==> config.mk <==
export PLATFORM = sky130hd
export DESIGN_NAME = sum8_length_frame_receiver_flat
export DESIGN_NICKNAME = d
export VERILOG_FILES = /design/src/s8lfr_pkg.sv /design/src/s8lfr_if.sv /design/src/s8lfr_step.sv /design/src/sum8_length_frame_receiver.sv /design/src/flat_wrapper.sv
export SDC_FILE = /design/constraint.sdc
export NUM_CORES = 1
export LEC_CHECK = 0
export BUFFER_PORTS_ARGS = -buffer_cell sky130_fd_sc_hd__buf_2
export CORE_MARGIN = 5
export CORE_UTILIZATION = 46
export DETAILED_ROUTE_END_ITERATION = 6
export PLACE_DENSITY = 0.65
export SLEW_MARGIN = 20
export SYNTH_ARGS = -nofsm -noshare
export SYNTH_HDL_FRONTEND = slang
export SYNTH_SLANG_ARGS = --single-unit
==> constraint.sdc <==
create_clock -name clk_i -period 2.58 [get_ports clk_i]
set_input_delay 0.516 -clock clk_i [delete_from_list [all_inputs] [get_ports clk_i]]
set_output_delay 0.516 -clock clk_i [all_outputs]
set_load 0.1 [all_outputs]
==> src/s8lfr_pkg.sv <==
// Shared types and constants for the sum8 length-prefixed frame receiver.
package s8lfr_pkg;

  localparam int unsigned ByteW = 8;
  localparam int unsigned EventW = 3;
  localparam int unsigned CfgIdxW = 2;

  localparam logic [ByteW-1:0] LenCap = 8'd251;
  localparam logic [ByteW-1:0] Mark1Rst = 8'h55;
  localparam logic [ByteW-1:0] Mark2Rst = 8'haa;

  // Byte positions of the fixed header fields.
  localparam logic [ByteW-1:0] PosMark2 = 8'd1;
  localparam logic [ByteW-1:0] PosLen = 8'd2;
  localparam logic [ByteW-1:0] PosId = 8'd3;
  localparam logic [ByteW-1:0] PosCmd = 8'd4;
  // Bytes ahead of the body: two marks and the length.
  localparam logic [ByteW:0] HdrBytes = 9'd3;

  // Configuration register indexes.
  localparam logic [CfgIdxW-1:0] CfgMark1 = 2'd0;
  localparam logic [CfgIdxW-1:0] CfgMark2 = 2'd1;
  localparam logic [CfgIdxW-1:0] CfgMaxLen = 2'd2;

  typedef enum logic [4:0] {
    PH_HUNT1 = 5'b00001,
    PH_HUNT2 = 5'b00010,
    PH_LEN   = 5'b00100,
    PH_BODY  = 5'b01000,
    PH_SUM   = 5'b10000
  } phase_e;

  typedef enum logic [EventW-1:0] {
    EV_HUNT    = 3'd0,
    EV_START   = 3'd1,
    EV_LEN_OK  = 3'd2,
    EV_LEN_BAD = 3'd3,
    EV_BODY    = 3'd4,
    EV_GOOD    = 3'd5,
    EV_BAD     = 3'd6
  } event_e;

  typedef struct packed {
    logic [ByteW-1:0] mark1;
    logic [ByteW-1:0] mark2;
    logic [ByteW-1:0] max_len;
  } cfg_t;

  typedef struct packed {
    phase_e           phase;
    logic [ByteW-1:0] count;
    logic [ByteW-1:0] len;
    logic [ByteW-1:0] sum;
    logic [ByteW-1:0] id;
    logic [ByteW-1:0] cmd;
  } frm_state_t;

  typedef struct packed {
    event_e           ev;
    logic [ByteW-1:0] value;
    logic [ByteW-1:0] pos;
    logic [ByteW-1:0] len;
    logic [ByteW-1:0] id;
    logic [ByteW-1:0] cmd;
  } result_t;

endpackage

==> src/s8lfr_if.sv <==
// Valid/ready channels for received bytes and per-byte event items.
interface s8lfr_byte_if;
  import s8lfr_pkg::*;
  logic             valid;
  logic             ready;
  logic [ByteW-1:0] rx_byte;
  modport source (output valid, output rx_byte, input ready);
  modport sink (input valid, input rx_byte, output ready);
endinterface

interface s8lfr_event_if;
  import s8lfr_pkg::*;
  logic              valid;
  logic              ready;
  logic [EventW-1:0] event_res;
  logic [ByteW-1:0]  byte_value;
  logic [ByteW-1:0]  byte_position;
  logic [ByteW-1:0]  frame_length;
  logic [ByteW-1:0]  frame_id;
  logic [ByteW-1:0]  frame_command;
  modport source (output valid, output event_res, output byte_value, output byte_position,
                  output frame_length, output frame_id, output frame_command, input ready);
  modport sink (input valid, input event_res, input byte_value, input byte_position,
                input frame_length, input frame_id, input frame_command, output ready);
endinterface

==> src/s8lfr_step.sv <==
// Next-state and event logic of the deframer for one received byte.
module s8lfr_step (
  input  s8lfr_pkg::frm_state_t     state_i,
  input  s8lfr_pkg::cfg_t           cfg_i,
  input  logic [s8lfr_pkg::ByteW-1:0] byte_i,
  output s8lfr_pkg::frm_state_t     state_o,
  output s8lfr_pkg::result_t        res_o
);
  import s8lfr_pkg::*;

  logic [ByteW-1:0] count_inc;
  logic [ByteW:0]   body_end;
  logic             len_ok;

  assign count_inc = state_i.count + 8'd1;
  assign body_end  = {1'b0, state_i.len} + HdrBytes + 9'd1;
  assign len_ok    = (byte_i <= cfg_i.max_len) && (byte_i <= LenCap);

  always_comb begin
    state_o   = state_i;
    res_o.ev    = EV_HUNT;
    res_o.value = byte_i;
    res_o.pos   = '0;
    res_o.len   = '0;
    res_o.id    = '0;
    res_o.cmd   = '0;

    unique case (state_i.phase)
      PH_HUNT1: begin
        if (byte_i == cfg_i.mark1) begin
          res_o.ev      = EV_START;
          state_o.phase = PH_HUNT2;
          state_o.count = PosMark2;
        end else begin
          state_o.phase = PH_HUNT1;
          state_o.count = '0;
        end
      end
      PH_HUNT2: begin
        if (byte_i == cfg_i.mark2) begin
          res_o.ev      = EV_START;
          res_o.pos     = PosMark2;
          state_o.phase = PH_LEN;
          state_o.count = PosLen;
        end else begin
          state_o.phase = PH_HUNT1;
          state_o.count = '0;
        end
      end
      PH_LEN: begin
        res_o.pos   = PosLen;
        res_o.len   = byte_i;
        state_o.len = byte_i;
        state_o.sum = byte_i;
        if (len_ok) begin
          res_o.ev      = EV_LEN_OK;
          state_o.id    = '0;
          state_o.cmd   = '0;
          state_o.phase = PH_BODY;
          state_o.count = PosId;
        end else begin
          res_o.ev      = EV_LEN_BAD;
          state_o.phase = PH_HUNT1;
          state_o.count = '0;
        end
      end
      PH_BODY: begin
        res_o.ev      = EV_BODY;
        res_o.pos     = state_i.count;
        res_o.len     = state_i.len;
        state_o.sum   = state_i.sum + byte_i;
        if (state_i.count == PosId) state_o.id = byte_i;
        if (state_i.count == PosCmd) state_o.cmd = byte_i;
        state_o.count = count_inc;
        // Last body byte seen: next byte is the checksum.
        if ({1'b0, count_inc} >= body_end) state_o.phase = PH_SUM;
      end
      PH_SUM: begin
        res_o.ev      = (state_i.sum == byte_i) ? EV_GOOD : EV_BAD;
        res_o.pos     = state_i.count;
        res_o.len     = state_i.len;
        res_o.id      = state_i.id;
        res_o.cmd     = state_i.cmd;
        state_o.phase = PH_HUNT1;
        state_o.count = '0;
      end
      default: begin
        state_o.phase = PH_HUNT1;
        state_o.count = '0;
      end
    endcase
  end

endmodule

==> src/sum8_length_frame_receiver.sv <==
// Top level of the sum8 length-prefixed frame receiver.
//
//  channel   dir  payload                                   handshake
//  rx_i      in   rx_byte                                   valid/ready
//  res_o     out  event_res, byte_value, byte_position,     valid/ready
//                 frame_length, frame_id, frame_command
//  cfg       in   cfg_idx_i, cfg_data_i                     cfg_we_i, no wait
//
// Each accepted byte updates the frame state and lands
// in the result register at the same edge, so a new byte is taken every
// cycle while the result register is empty or being drained.
// Reset (rst_ni low, async) returns to hunting for the first start byte,
// clears all frame state and loads the default marks and length limit.
// A stall on res_o holds the result and deasserts rx_i.ready; nothing else
// waits on it.
module sum8_length_frame_receiver (
  input  logic                          clk_i,
  input  logic                          rst_ni,
  input  logic                          cfg_we_i,
  input  logic [s8lfr_pkg::CfgIdxW-1:0] cfg_idx_i,
  input  logic [s8lfr_pkg::ByteW-1:0]   cfg_data_i,
  s8lfr_byte_if.sink                    rx_i,
  s8lfr_event_if.source                 res_o
);
  import s8lfr_pkg::*;

  cfg_t       cfg_q;
  frm_state_t state_q, state_d;
  result_t    res_d, res_q;
  logic       res_vld_q;
  logic       take;

  // Config registers; unused index is dropped.
  always_ff @(posedge clk_i or negedge rst_ni) begin
    if (!rst_ni) begin
      cfg_q.mark1   <= Mark1Rst;
      cfg_q.mark2   <= Mark2Rst;
      cfg_q.max_len <= LenCap;
    end else if (cfg_we_i) begin
      unique case (cfg_idx_i)
        CfgMark1:  cfg_q.mark1   <= cfg_data_i;
        CfgMark2:  cfg_q.mark2   <= cfg_data_i;
        CfgMaxLen: cfg_q.max_len <= cfg_data_i;
        default:   ;
      endcase
    end
  end

  s8lfr_step u_step (
    .state_i (state_q),
    .cfg_i   (cfg_q),
    .byte_i  (rx_i.rx_byte),
    .state_o (state_d),
    .res_o   (res_d)
  );

  // Result register frees up in the same cycle it is read.
  assign rx_i.ready = !res_vld_q || res_o.ready;
  assign take       = rx_i.valid && rx_i.ready;

  always_ff @(posedge clk_i or negedge rst_ni) begin
    if (!rst_ni) begin
      state_q.phase <= PH_HUNT1;
      state_q.count <= '0;
      state_q.len   <= '0;
      state_q.sum   <= '0;
      state_q.id    <= '0;
      state_q.cmd   <= '0;
      res_vld_q     <= 1'b0;
    end else begin
      if (take) begin
        state_q   <= state_d;
        res_vld_q <= 1'b1;
      end else if (res_o.ready) begin
        res_vld_q <= 1'b0;
      end
    end
  end

  // Payload register, no reset needed.
  always_ff @(posedge clk_i) begin
    if (take) res_q <= res_d;
  end

  assign res_o.valid         = res_vld_q;
  assign res_o.event_res     = res_q.ev;
  assign res_o.byte_value    = res_q.value;
  assign res_o.byte_position = res_q.pos;
  assign res_o.frame_length  = res_q.len;
  assign res_o.frame_id      = res_q.id;
  assign res_o.frame_command = res_q.cmd;

endmodule
==> src/flat_wrapper.sv <==
// flat-port wrapper written by rule: the top's interface ports become plain ports
module sum8_length_frame_receiver_flat import s8lfr_pkg::*;
  (clk_i, rst_ni, cfg_we_i, cfg_idx_i, cfg_data_i, rx_i_valid, rx_i_rx_byte, rx_i_ready, res_o_valid, res_o_event_res, res_o_byte_value, res_o_byte_position, res_o_frame_length, res_o_frame_id, res_o_frame_command, res_o_ready);
  s8lfr_byte_if rx_i_i ();
  s8lfr_event_if res_o_i ();
  input  logic clk_i;
  input  logic rst_ni;
  input  logic cfg_we_i;
  input  logic [s8lfr_pkg::CfgIdxW-1:0] cfg_idx_i;
  input  logic [s8lfr_pkg::ByteW-1:0] cfg_data_i;
  input wire logic [$bits(rx_i_i.valid)-1:0] rx_i_valid;
  input wire logic [$bits(rx_i_i.rx_byte)-1:0] rx_i_rx_byte;
  output wire logic [$bits(rx_i_i.ready)-1:0] rx_i_ready;
  output wire logic [$bits(res_o_i.valid)-1:0] res_o_valid;
  output wire logic [$bits(res_o_i.event_res)-1:0] res_o_event_res;
  output wire logic [$bits(res_o_i.byte_value)-1:0] res_o_byte_value;
  output wire logic [$bits(res_o_i.byte_position)-1:0] res_o_byte_position;
  output wire logic [$bits(res_o_i.frame_length)-1:0] res_o_frame_length;
  output wire logic [$bits(res_o_i.frame_id)-1:0] res_o_frame_id;
  output wire logic [$bits(res_o_i.frame_command)-1:0] res_o_frame_command;
  input wire logic [$bits(res_o_i.ready)-1:0] res_o_ready;
  assign rx_i_i.valid = rx_i_valid;
  assign rx_i_i.rx_byte = rx_i_rx_byte;
  assign rx_i_ready = rx_i_i.ready;
  assign res_o_valid = res_o_i.valid;
  assign res_o_event_res = res_o_i.event_res;
  assign res_o_byte_value = res_o_i.byte_value;
  assign res_o_byte_position = res_o_i.byte_position;
  assign res_o_frame_length = res_o_i.frame_length;
  assign res_o_frame_id = res_o_i.frame_id;
  assign res_o_frame_command = res_o_i.frame_command;
  assign res_o_i.ready = res_o_ready;
  sum8_length_frame_receiver u_core (.clk_i(clk_i), .rst_ni(rst_ni), .cfg_we_i(cfg_we_i), .cfg_idx_i(cfg_idx_i), .cfg_data_i(cfg_data_i), .rx_i(rx_i_i), .res_o(res_o_i));
endmodule
* After elaboration in Yosys (flattened, before gate mapping)
Cells that the tools add are included.
Storage, ports and cells: output and inout bits 45, input port bits 23, word-level logic and storage cells 74, bits in registers 113
Cells by class: reduce and logical (&&, ||, !) cells 16, add/subtract/negate cells 4, multiplexer cells 19, equality and inequality tests 16, magnitude comparators 3
Operators with widths (count):
- case mux 13 bit (4 select lines) | 1
- case mux 24 bit (2 select lines) | 1
- == test 8 bit | 3
- case mux 8 bit (3 select lines) | 1
- 2-to-1 mux 16 bit | 1
- 2-to-1 mux 8 bit | 2
- case mux 8 bit (2 select lines) | 1
- case mux 3 bit (5 select lines) | 1
- 2-to-1 mux 12 bit | 1
- AND reduction 2 bit | 6
- 2-to-1 mux 11 bit | 1
- 2-to-1 mux 10 bit | 1
- adder 8 x 2 -> 9 bit (second input constant) | 1
- adder 9 x 1 -> 9 bit (second input constant) | 1
- >= comparator 8 x 9 -> 1 bit | 1
- adder 8 x 1 -> 8 bit (second input constant) | 1
- adder 8 bit | 1
- == test 8 x 2 -> 1 bit (second input constant) | 1
- == test 8 x 3 -> 1 bit (second input constant) | 1
- <= comparator 8 bit | 1
- <= comparator 8 bit (second input constant) | 1
- inequality test 2 bit (second input constant) | 4
- AND reduction 4 bit | 2
- 2-to-1 mux 1 bit | 6
- other kinds (15) | 17

* Longest topological paths before layout
Gate-level depths: netlist (run 1).
word-level depth 5, gate-level depth with buffers 11, gate-level depth less buffers 11

* Modules after synthesis
Synthesis (run 1) repeated with hierarchy kept, for this count alone.
Second synthesis, totals: cells, all modules 564, area total of the unflattened synthesis 6190.9 um^2
By module, submodules not included:
- sum8_length_frame_receiver | cells each 193, instances 1, area an instance 3946.3 um^2, seq. area each 3062.9 um^2
- s8lfr_step | cells each 371, instances 1, area an instance 2244.7 um^2, seq. area each 0.0 um^2

* Worst setup path before layout (run 1)
No wires, ideal clock.
path kind register to register, start point register u_core.res_vld_q, in the netlist u_core.res_o.valid, end point register u_core.state_q[37] in the netlist's numbering, required time 2.452 ns, slack -1.412 ns, path buffers 1, setup time 0.128 ns, cell stages (with the launch flop) 8, arrival 3.865 ns, clock period less this slack 3.992 ns, cells stage by stage dfrtp_1 > nand2b_1 > nand2_1 > inv_1 > clkbuf_1 > o21ai_0 > nand2_1 > o31ai_1
On the way: cells in the longest elaborated chain, start to end 3
RTL lines:
- start, declared | RTL line sum8_length_frame_receiver.sv:30 | logic res_vld_q;
- start signal, assigned | RTL line sum8_length_frame_receiver.sv:69 | res_vld_q <= 1'b0;
- start signal, assigned | RTL line sum8_length_frame_receiver.sv:73 | res_vld_q <= 1'b1;
- start signal, assigned | RTL line sum8_length_frame_receiver.sv:75 | res_vld_q <= 1'b0;
- logical NOT 1 bit | RTL line sum8_length_frame_receiver.sv:58 | assign rx_i.ready = !res_vld_q || res_o.ready;
- logical OR 1 bit | RTL line sum8_length_frame_receiver.sv:58
- net rx_i_ready | RTL line flat_wrapper.sv:13 | output wire logic [$bits(rx_i_i.ready)-1:0] rx_i_ready;
- logical AND 1 bit | RTL line sum8_length_frame_receiver.sv:59 | assign take = rx_i.valid && rx_i.ready;
- net u_core.take | RTL line sum8_length_frame_receiver.sv:31 | logic take;
- end signal, assigned | RTL line sum8_length_frame_receiver.sv:72 | state_q <= state_d;
- end, declared | RTL line sum8_length_frame_receiver.sv:28 | frm_state_t state_q, state_d;
The timed path passes the listed nets, and every way through them passes these cells. A chain may end at the register's enable or synchronous reset.

* Worst setup path in the final report (run 1)
start point register u_core.state_q[32] in the netlist's numbering, end point register u_core.state_q[42] in the netlist's numbering
On the way: cells in the longest elaborated chain, start to end 4
RTL lines:
- adder 8 x 1 -> 8 bit | RTL line s8lfr_step.sv:15 | assign count_inc = state_i.count + 8'd1;
- >= comparator 8 x 9 -> 1 bit | RTL line s8lfr_step.sv:76 | if ({1'b0, count_inc} >= body_end) state_o.phase = PH_SUM;
- inequality test 2 bit (no source line)
- AND reduction 2 bit (no source line)
Every way passes these cells.

==> impl_metrics.ini, run 1 <==
[routing]
drc = 0
num_vias = 4174
avgRoutedWirePerCell_um = 16.9
ant_nets = 0
drtIter0Drc = 270
routed_wl_um = 13100
avgViaCountPerCell = 5.38
first_pass_iters = 5

[floorplanning]
start_util_pct = 47.0
rows = 40
coreArea_um2 = 12100
io_pins = 68
die_y_um = 121
die_w_um = 121
die_area_um2 = 14600

[timing]
period_share_pct = 96.6
period_minus_slack_ps = 2490
fmax_mhz = 401
fin_skew_ps = 7.03
tightest_slew_ps = 593
hold_violations = 0
finalSetupViolations = 0
maxSlewViolCount = 0
max_slew_margin_pct = 60.5

[layout]
area_growth_pct = 24.8
fillers = 1010
multi_input_area_um2 = 2450
drive_gt1_share_pct = 30.8
nets = 645
fin_area_um2 = 7070
regArea_um2 = 3060
diodes = 0

[synthesis]
synthArstFlopShare_pct = 61.9
synth_compound_area_share_pct = 10.9
synth_edf_count = 43
avgSynthCellArea_um2 = 11.4
synth_top_family_by_area = simple AND/OR/NAND/NOR gates
syn_inst = 497
yosys.area_share.xor_xnor_pct = 4.79
synth_fa_ha_area_share_pct = 6.09
synthSimpleGateAreaFrac_pct = 13.2
synth_seq_cells = 113
synth_warnings = 0
seq_area_frac_synth_pct = 54.0
synthMuxAreaShare_pct = 7.17
synth_area_um2 = 5670
syn_nets = 547
ys.flop_type = dfrtp_1
ys_types = 51

[critical_path]
end_kind = register
start_kind = register
r2r_cells = 11
cp.arrival_ps = 2780
crit_type = reg2reg
worstPathRequired_ps = 2870
critPathMaxFanout = 4

[power]
p_leak_nw = 3.20
ir_worst_vdd_mv = 0.471
internal_power_mw = 3.90
p_sw_share_pct = 25.8
pwr-share-clk_pct = 45.8
total_power_mw = 5.25
power_density_nw_per_um2 = 743
power.sequential.fraction_pct = 39.9
p_comb_share_pct = 14.3
power.switching_mw = 1.36

[placement]
place_hpwl_um = 9300
io_buffers = 67
place_congestion = 0.897
placed_area_um2 = 6380

[clock_network]
clock_latency_ps = 420
cts_hold_buf = 0
cts_tree = yes
htreeDepth = 4
clk_pin_slew_ps = 50
clockBufferDepth = 2
cts_sinks = 113
clockRootBuffer = clkbuf_16
numCtsBuffers = 17

[hold_path]
min_path_type = in2async

[global_routing]
grt_max_degree = 48
grt_first_pass_wirelength_um = 21300
grt_use_total_pct = 18.9
grt_pass1_vias = 4150
antenna_found_initial = 0
overflow = 0

[outcome]
status = finished, final reports clean

[flow_run]
maxCapViolCount = 0
-- repair_timing --
item | in CTS | in global routing
gates resized for setup | 1 | 12
buffers inserted | 0 | 3
cloned | 0 | 0
pin swaps | 1 | 6
setup endpoints to repair | 2 | 3
-- placed cells by master, fill, tap and decap left out, types with 4 or more instances in the layout --
| cell | n |
|---|---|
| a21o_1 | 5 |
| a21oi_1 | 16 |
| a22o_1 | 12 |
| a31oi_1 | 6 |
| a32oi_1 | 8 |
| and2_1 | 22 |
| and3_1 | 4 |
| buf_2 | 67 |
| buf_4 | 31 |
| bufinv_16 | 4 |
| clkbuf_16 | 17 |
| clkinv_1 | 4 |
| dfrtp_1 | 53 |
| dfstp_2 | 16 |
| edfxtp_1 | 43 |
| ha_1 | 24 |
| inv_1 | 28 |
| mux2_2 | 27 |
| mux2i_1 | 8 |
| nand2_1 | 47 |
| nand2b_1 | 4 |
| nand3_1 | 19 |
| nand4_1 | 8 |
| nor2_1 | 14 |
| nor3_1 | 4 |
| o21ai_0 | 24 |
| o22ai_1 | 5 |
| xnor2_1 | 26 |
-- synth_stat cells (8+ instances only) --
library cell | count | area (µm²)
nand4_1 | 8 | 50.1
mux2i_1 | 8 | 80.1
a22o_1 | 12 | 105
a21oi_1 | 17 | 85.1
o21ai_0 | 25 | 125
a32oi_1 | 8 | 70.1
xnor2_1 | 26 | 228
nand3_1 | 20 | 100
nand2_1 | 47 | 176
nor2_1 | 15 | 56.3
and2_1 | 22 | 138
edfxtp_1 | 43 | 1290
dfrtp_1 | 54 | 1350
dfstp_2 | 16 | 420
inv_1 | 29 | 109
clkbuf_1 | 16 | 60.1
ha_1 | 26 | 325
mux2_2 | 29 | 327
-- logic make-up (layout without fill, tap and decap cells) --
group                      count (synthesis)  count (layout)
DFF                                      113             113
adders and majority gates                 27              27
muxes                                     37              37
buffers and inverters                     52             163
AOI/OAI and AO/OA                         93              93
and+or+nand+nor                          144             144
xor gates and xnor gates                  31              31
-- critical path: stages (launching register included) --
cell and delay (ps):
dfrtp_1 360, ha_2 210, nand3_2 90, nor2_2 140
xor2_2 220, ha_4 240, a21oi_2 120, o21a_1 130
o21ai_1 90, a31oi_1 250, nand2b_4 200, mux2_4 310
-- registers in the layout, indices dropped and copies added (netlist names) --
signal / cells
u_core.cfg_q: 24
u_core.res_o.byte_position: 8
u_core.res_o.byte_value: 8
u_core.res_o.event_res: 3
u_core.res_o.frame_command: 8
u_core.res_o.frame_id: 8
u_core.res_o.frame_length: 8
u_core.res_o.valid: 1
u_core.state_q: 45
-- metal layers --
layer	part of all wire [%]	up-vias	GRT usage, %
met5	0	-	0
met4	1.4	0	6.66
met3	5.5	20	5.03
met2	47	142	29.6
met1	46	2027	25.4
li1	-	1985	-
-- power groups by stage --
stage	registers, mW	logic [mW]	clock network (mW)
after floorplan	2.34	0.344	0
after global placement	2.12	0.737	0
after detailed placement	2.13	0.750	0
after CTS	2.10	0.756	2.44
after global routing	2.11	0.815	2.52
final	2.10	0.750	2.41
-- worst paths after layout --
check	from	to	slack (ps)
min in group clk_i	rx_i_valid	u_core.res_o.valid	320
worst min-delay path	rst_ni	u_core.state_q[21]	100
worst min register to register	u_core.state_q[4]	u_core.state_q[4]	510
max in group asynchronous	rst_ni	u_core.cfg_q[16]	1770
worst max register to register	u_core.state_q[32]	u_core.state_q[42]	90
worst max-delay path	u_core.state_q[32]	u_core.state_q[42]	90
-- final cells by class --
cell class / instances / area share (%)
Timing Repair Buffer: 102 / 8.92
Clock buffer: 19 / 6.26
Clock inverter: 13 / 2.35
Sequential cell: 113 / 43.3
Tap cell: 168 / 2.97
Inverter: 29 / 1.54
Multi-Input combinational cell: 332 / 34.6
-- metrics by stage --
step	worst slack, ps	setup TNS (ps)	std cells	util, %	hold WS, ps
final	87.8	0	776	58.6	101
after global routing	-78.5	-153	776	58.6	139
after detailed placement	9.18	0	741	52.9	501
after global placement	68.7	0	741	52.9	491
after CTS	12.9	0	773	58.0	114
after floorplan	21.2	0	497	-	220
(Power assumes the default switching activity.)
==> run 2: changes to the inputs <==
--- a/config.mk
+++ b/config.mk
@@ -13,4 +13,5 @@
 export SLEW_MARGIN = 20
 export SYNTH_ARGS = -nofsm -noshare
 export SYNTH_HDL_FRONTEND = slang
+export SYNTH_HIERARCHICAL = 1
 export SYNTH_SLANG_ARGS = --single-unit
==> impl_metrics.ini, run 2 <==
[outcome]
status = finished, final reports clean

[power]
ir_worst_vdd_mv = 0.440
p_sw_share_pct = 31.6
power.switching_mw = 2.14
p_leak_nw = 3.26
p_comb_share_pct = 27.1
power_density_nw_per_um2 = 919
pwr-share-clk_pct = 35.2
power.sequential.fraction_pct = 37.7
internal_power_mw = 4.64

[floorplanning]
die_area_um2 = 15900
die_w_um = 126
rows = 42
start_util_pct = 46.7
coreArea_um2 = 13200
io_pins = 68
die_y_um = 126

[clock_network]
cts_hold_buf = 0
numCtsBuffers = 17
htreeDepth = 4
cts_tree = yes
cts_sinks = 113
clockBufferDepth = 2
clockRootBuffer = clkbuf_16
clock_latency_ps = 420
cts_resized = 0
postCtsSetupBuffers = 0
clk_pin_slew_ps = 60

[global_routing]
antenna_found_initial = 0
grt_pass1_vias = 4717
grt_max_degree = 33
grt_use_total_pct = 18.8
overflow = 0
grt_first_pass_wirelength_um = 23700

[timing]
period_share_pct = 89.4
period_minus_slack_ps = 2310
max_slew_margin_pct = 54.2
maxSlewViolCount = 0
fmax_mhz = 434
rsz0062_at_grt = false
timing.final.ws_setup_ps = 274
tightest_slew_ps = 686
finalSetupViolations = 0
hold_violations = 0
fin_skew_ps = 18.7
setup_tns_ps = 0

[synthesis]
synth_compound_area_share_pct = 9.64
yosysMostFrequentCell = mux2_2
seq_area_frac_synth_pct = 49.5
synth_edf_count = 43
synth_area_um2 = 6190
synthSimpleGateAreaFrac_pct = 13.1
ys_types = 61
syn_nets = 614
ys_top_cells_by_count = mux2_2 (69), dfrtp_1 (54), nand2_1 (44)
synth_fa_ha_area_share_pct = 5.58
synthMuxAreaShare_pct = 12.7
syn_inst = 564
synthArstFlopShare_pct = 61.9
yosys.area_share.xor_xnor_pct = 4.39
synth_warnings = 6
synth_top_cell_by_area = dfrtp_1
synth.area.top_cells = dfrtp_1 (22%), edfxtp_1 (21%), mux2_2 (13%)
ys.flop_type = dfrtp_1
avgSynthCellArea_um2 = 11.0
synth_seq_cells = 113
synth_top_cell_area_share_pct = 21.8
synth_top_family_by_area = simple AND/OR/NAND/NOR gates

[critical_path]
end_kind = register
cp.arrival_ps = 2670
cpPeakStageDelay_ps = 430
worstPathRequired_ps = 2940
critPathBufInv = 0
cp-startpoint = u_core/state_q[16]
start_kind = register
cp_slowest_cell = a2111oi_0
r2r_cells = 8
crit_cells = 8
critPathMaxFanout = 3
crit_path_frequent_cell = a21o_1
path_cells = ha_1 > fa_1 > a21o_1 > a21o_1 > a2111oi_0 > a31oi_1 > o21ai_0 > mux2_2
crit_type = reg2reg
critPathTopFamily = compound AO/OA/AOI/OAI gates
r2r_start = u_core/state_q[16]

[routing]
num_vias = 4574
first_pass_iters = 5
drtIter0Drc = 413
ant_nets = 0
routed_wl_um = 14300
avgRoutedWirePerCell_um = 17.2
drc = 0
avgViaCountPerCell = 5.50

[placement]
place_hpwl_um = 10200
io_buffers = 67
place_congestion = 0.864
post-place-ws_ps = 108

[layout]
area_growth_pct = 19.3
final_util_pct = 55.8
layout_commonest_cell = mux2_2
mostFrequentLayoutCells = mux2_2 (69), buf_2 (67), dfrtp_1 (53), nand2_1 (44), edfxtp_1 (43)
diodes = 0
fillers = 1153
drive_gt1_share_pct = 33.4
top_regs = u_core/state_q (45), u_core/cfg_q (24)
regMostFlops = u_core/state_q
nets = 693
largest_register_ffs = 45

[hold_path]
min_path_type = in2async

[flow_run]
maxCapViolCount = 0
==> run 2: cell types whose count changed in the layout (fill, tap and decap cells not counted), sizes merged, moves of 7 or more <==
cell   previous run  this run
a32oi             8         0
nand3            20        10
mux2             29        69
a22o             12         0
nor2             15        31
buf             102        89
o21ai            25        44
inv              29        40
xor2              5        21
nor3              5        22
xnor2            26        10
a31oi             6        17
and2             22        11
mux2i             8         1
==> run 2: worst paths after layout <==
check,endpoint,slack [ps]
max,u_core/state_q[22],270
min,u_core/state_q[19],150
max reg2reg,u_core/state_q[22],270
min reg2reg,u_core/cfg_q[17],530
max in group asynchronous,u_core/state_q[40],1740
min in group clk_i,u_core/res_o.valid,350
==> run 2: power groups by stage <==
stage          registers (mW)  logic (mW)  clock network (mW)
5_1_grt                  2.61        2.06                2.53
4_1_cts                  2.56        1.83                2.44
2_1_floorplan            2.74        1.24                   0
3_5_place_dp             2.59        1.82                   0
3_3_place_gp             2.56        1.75                   0
6_report                 2.56        1.84                2.39
==> run 2: metal layers <==
layer / part of all wire (%) / vias to the layer above / GRT usage, %
met4: 1.8 / 0 / 8.01
met3: 6.2 / 25 / 4.87
met2: 48 / 156 / 30.3
met1: 44 / 2225 / 24.0
met5: 0 / - / 0
li1: - / 2168 / -
==> run 2: layout make-up <==
cell class	count	area, µm²	area share [%]
clock buffers	18	429	5.81
clock inverters	14	170	2.30
inverters	41	158	2.14
multi-input cells	381	2820	38.1
flip-flops and latches	113	3060	41.5
well taps	176	220	2.98
repair buffers	89	526	7.12
==> run 2: cell families after synthesis <==
family                   count (synthesis)
AND/OR/NAND/NOR                        154
flip-flops                             113
AO/OA/AOI/OAI                           99
buffers and inverters                   70
multiplexers                            70
XOR/XNOR                                31
adder cells (fa/ha/maj)                 27
==> run 2: stage by stage <==
| stage | total power, mW | area [µm²] | std cells | hold WS (ps) |
|---|---|---|---|---|
| after global routing | 7.20 | 7380 | 832 | 189 |
| after CTS | 6.83 | 7380 | 832 | 139 |
| after floorplan | 3.98 | 6200 | 564 | 220 |
| after detailed placement | 4.40 | 6780 | 800 | 518 |
| final | 6.79 | 7380 | 832 | 146 |
| after global placement | 4.31 | 6780 | 800 | 509 |
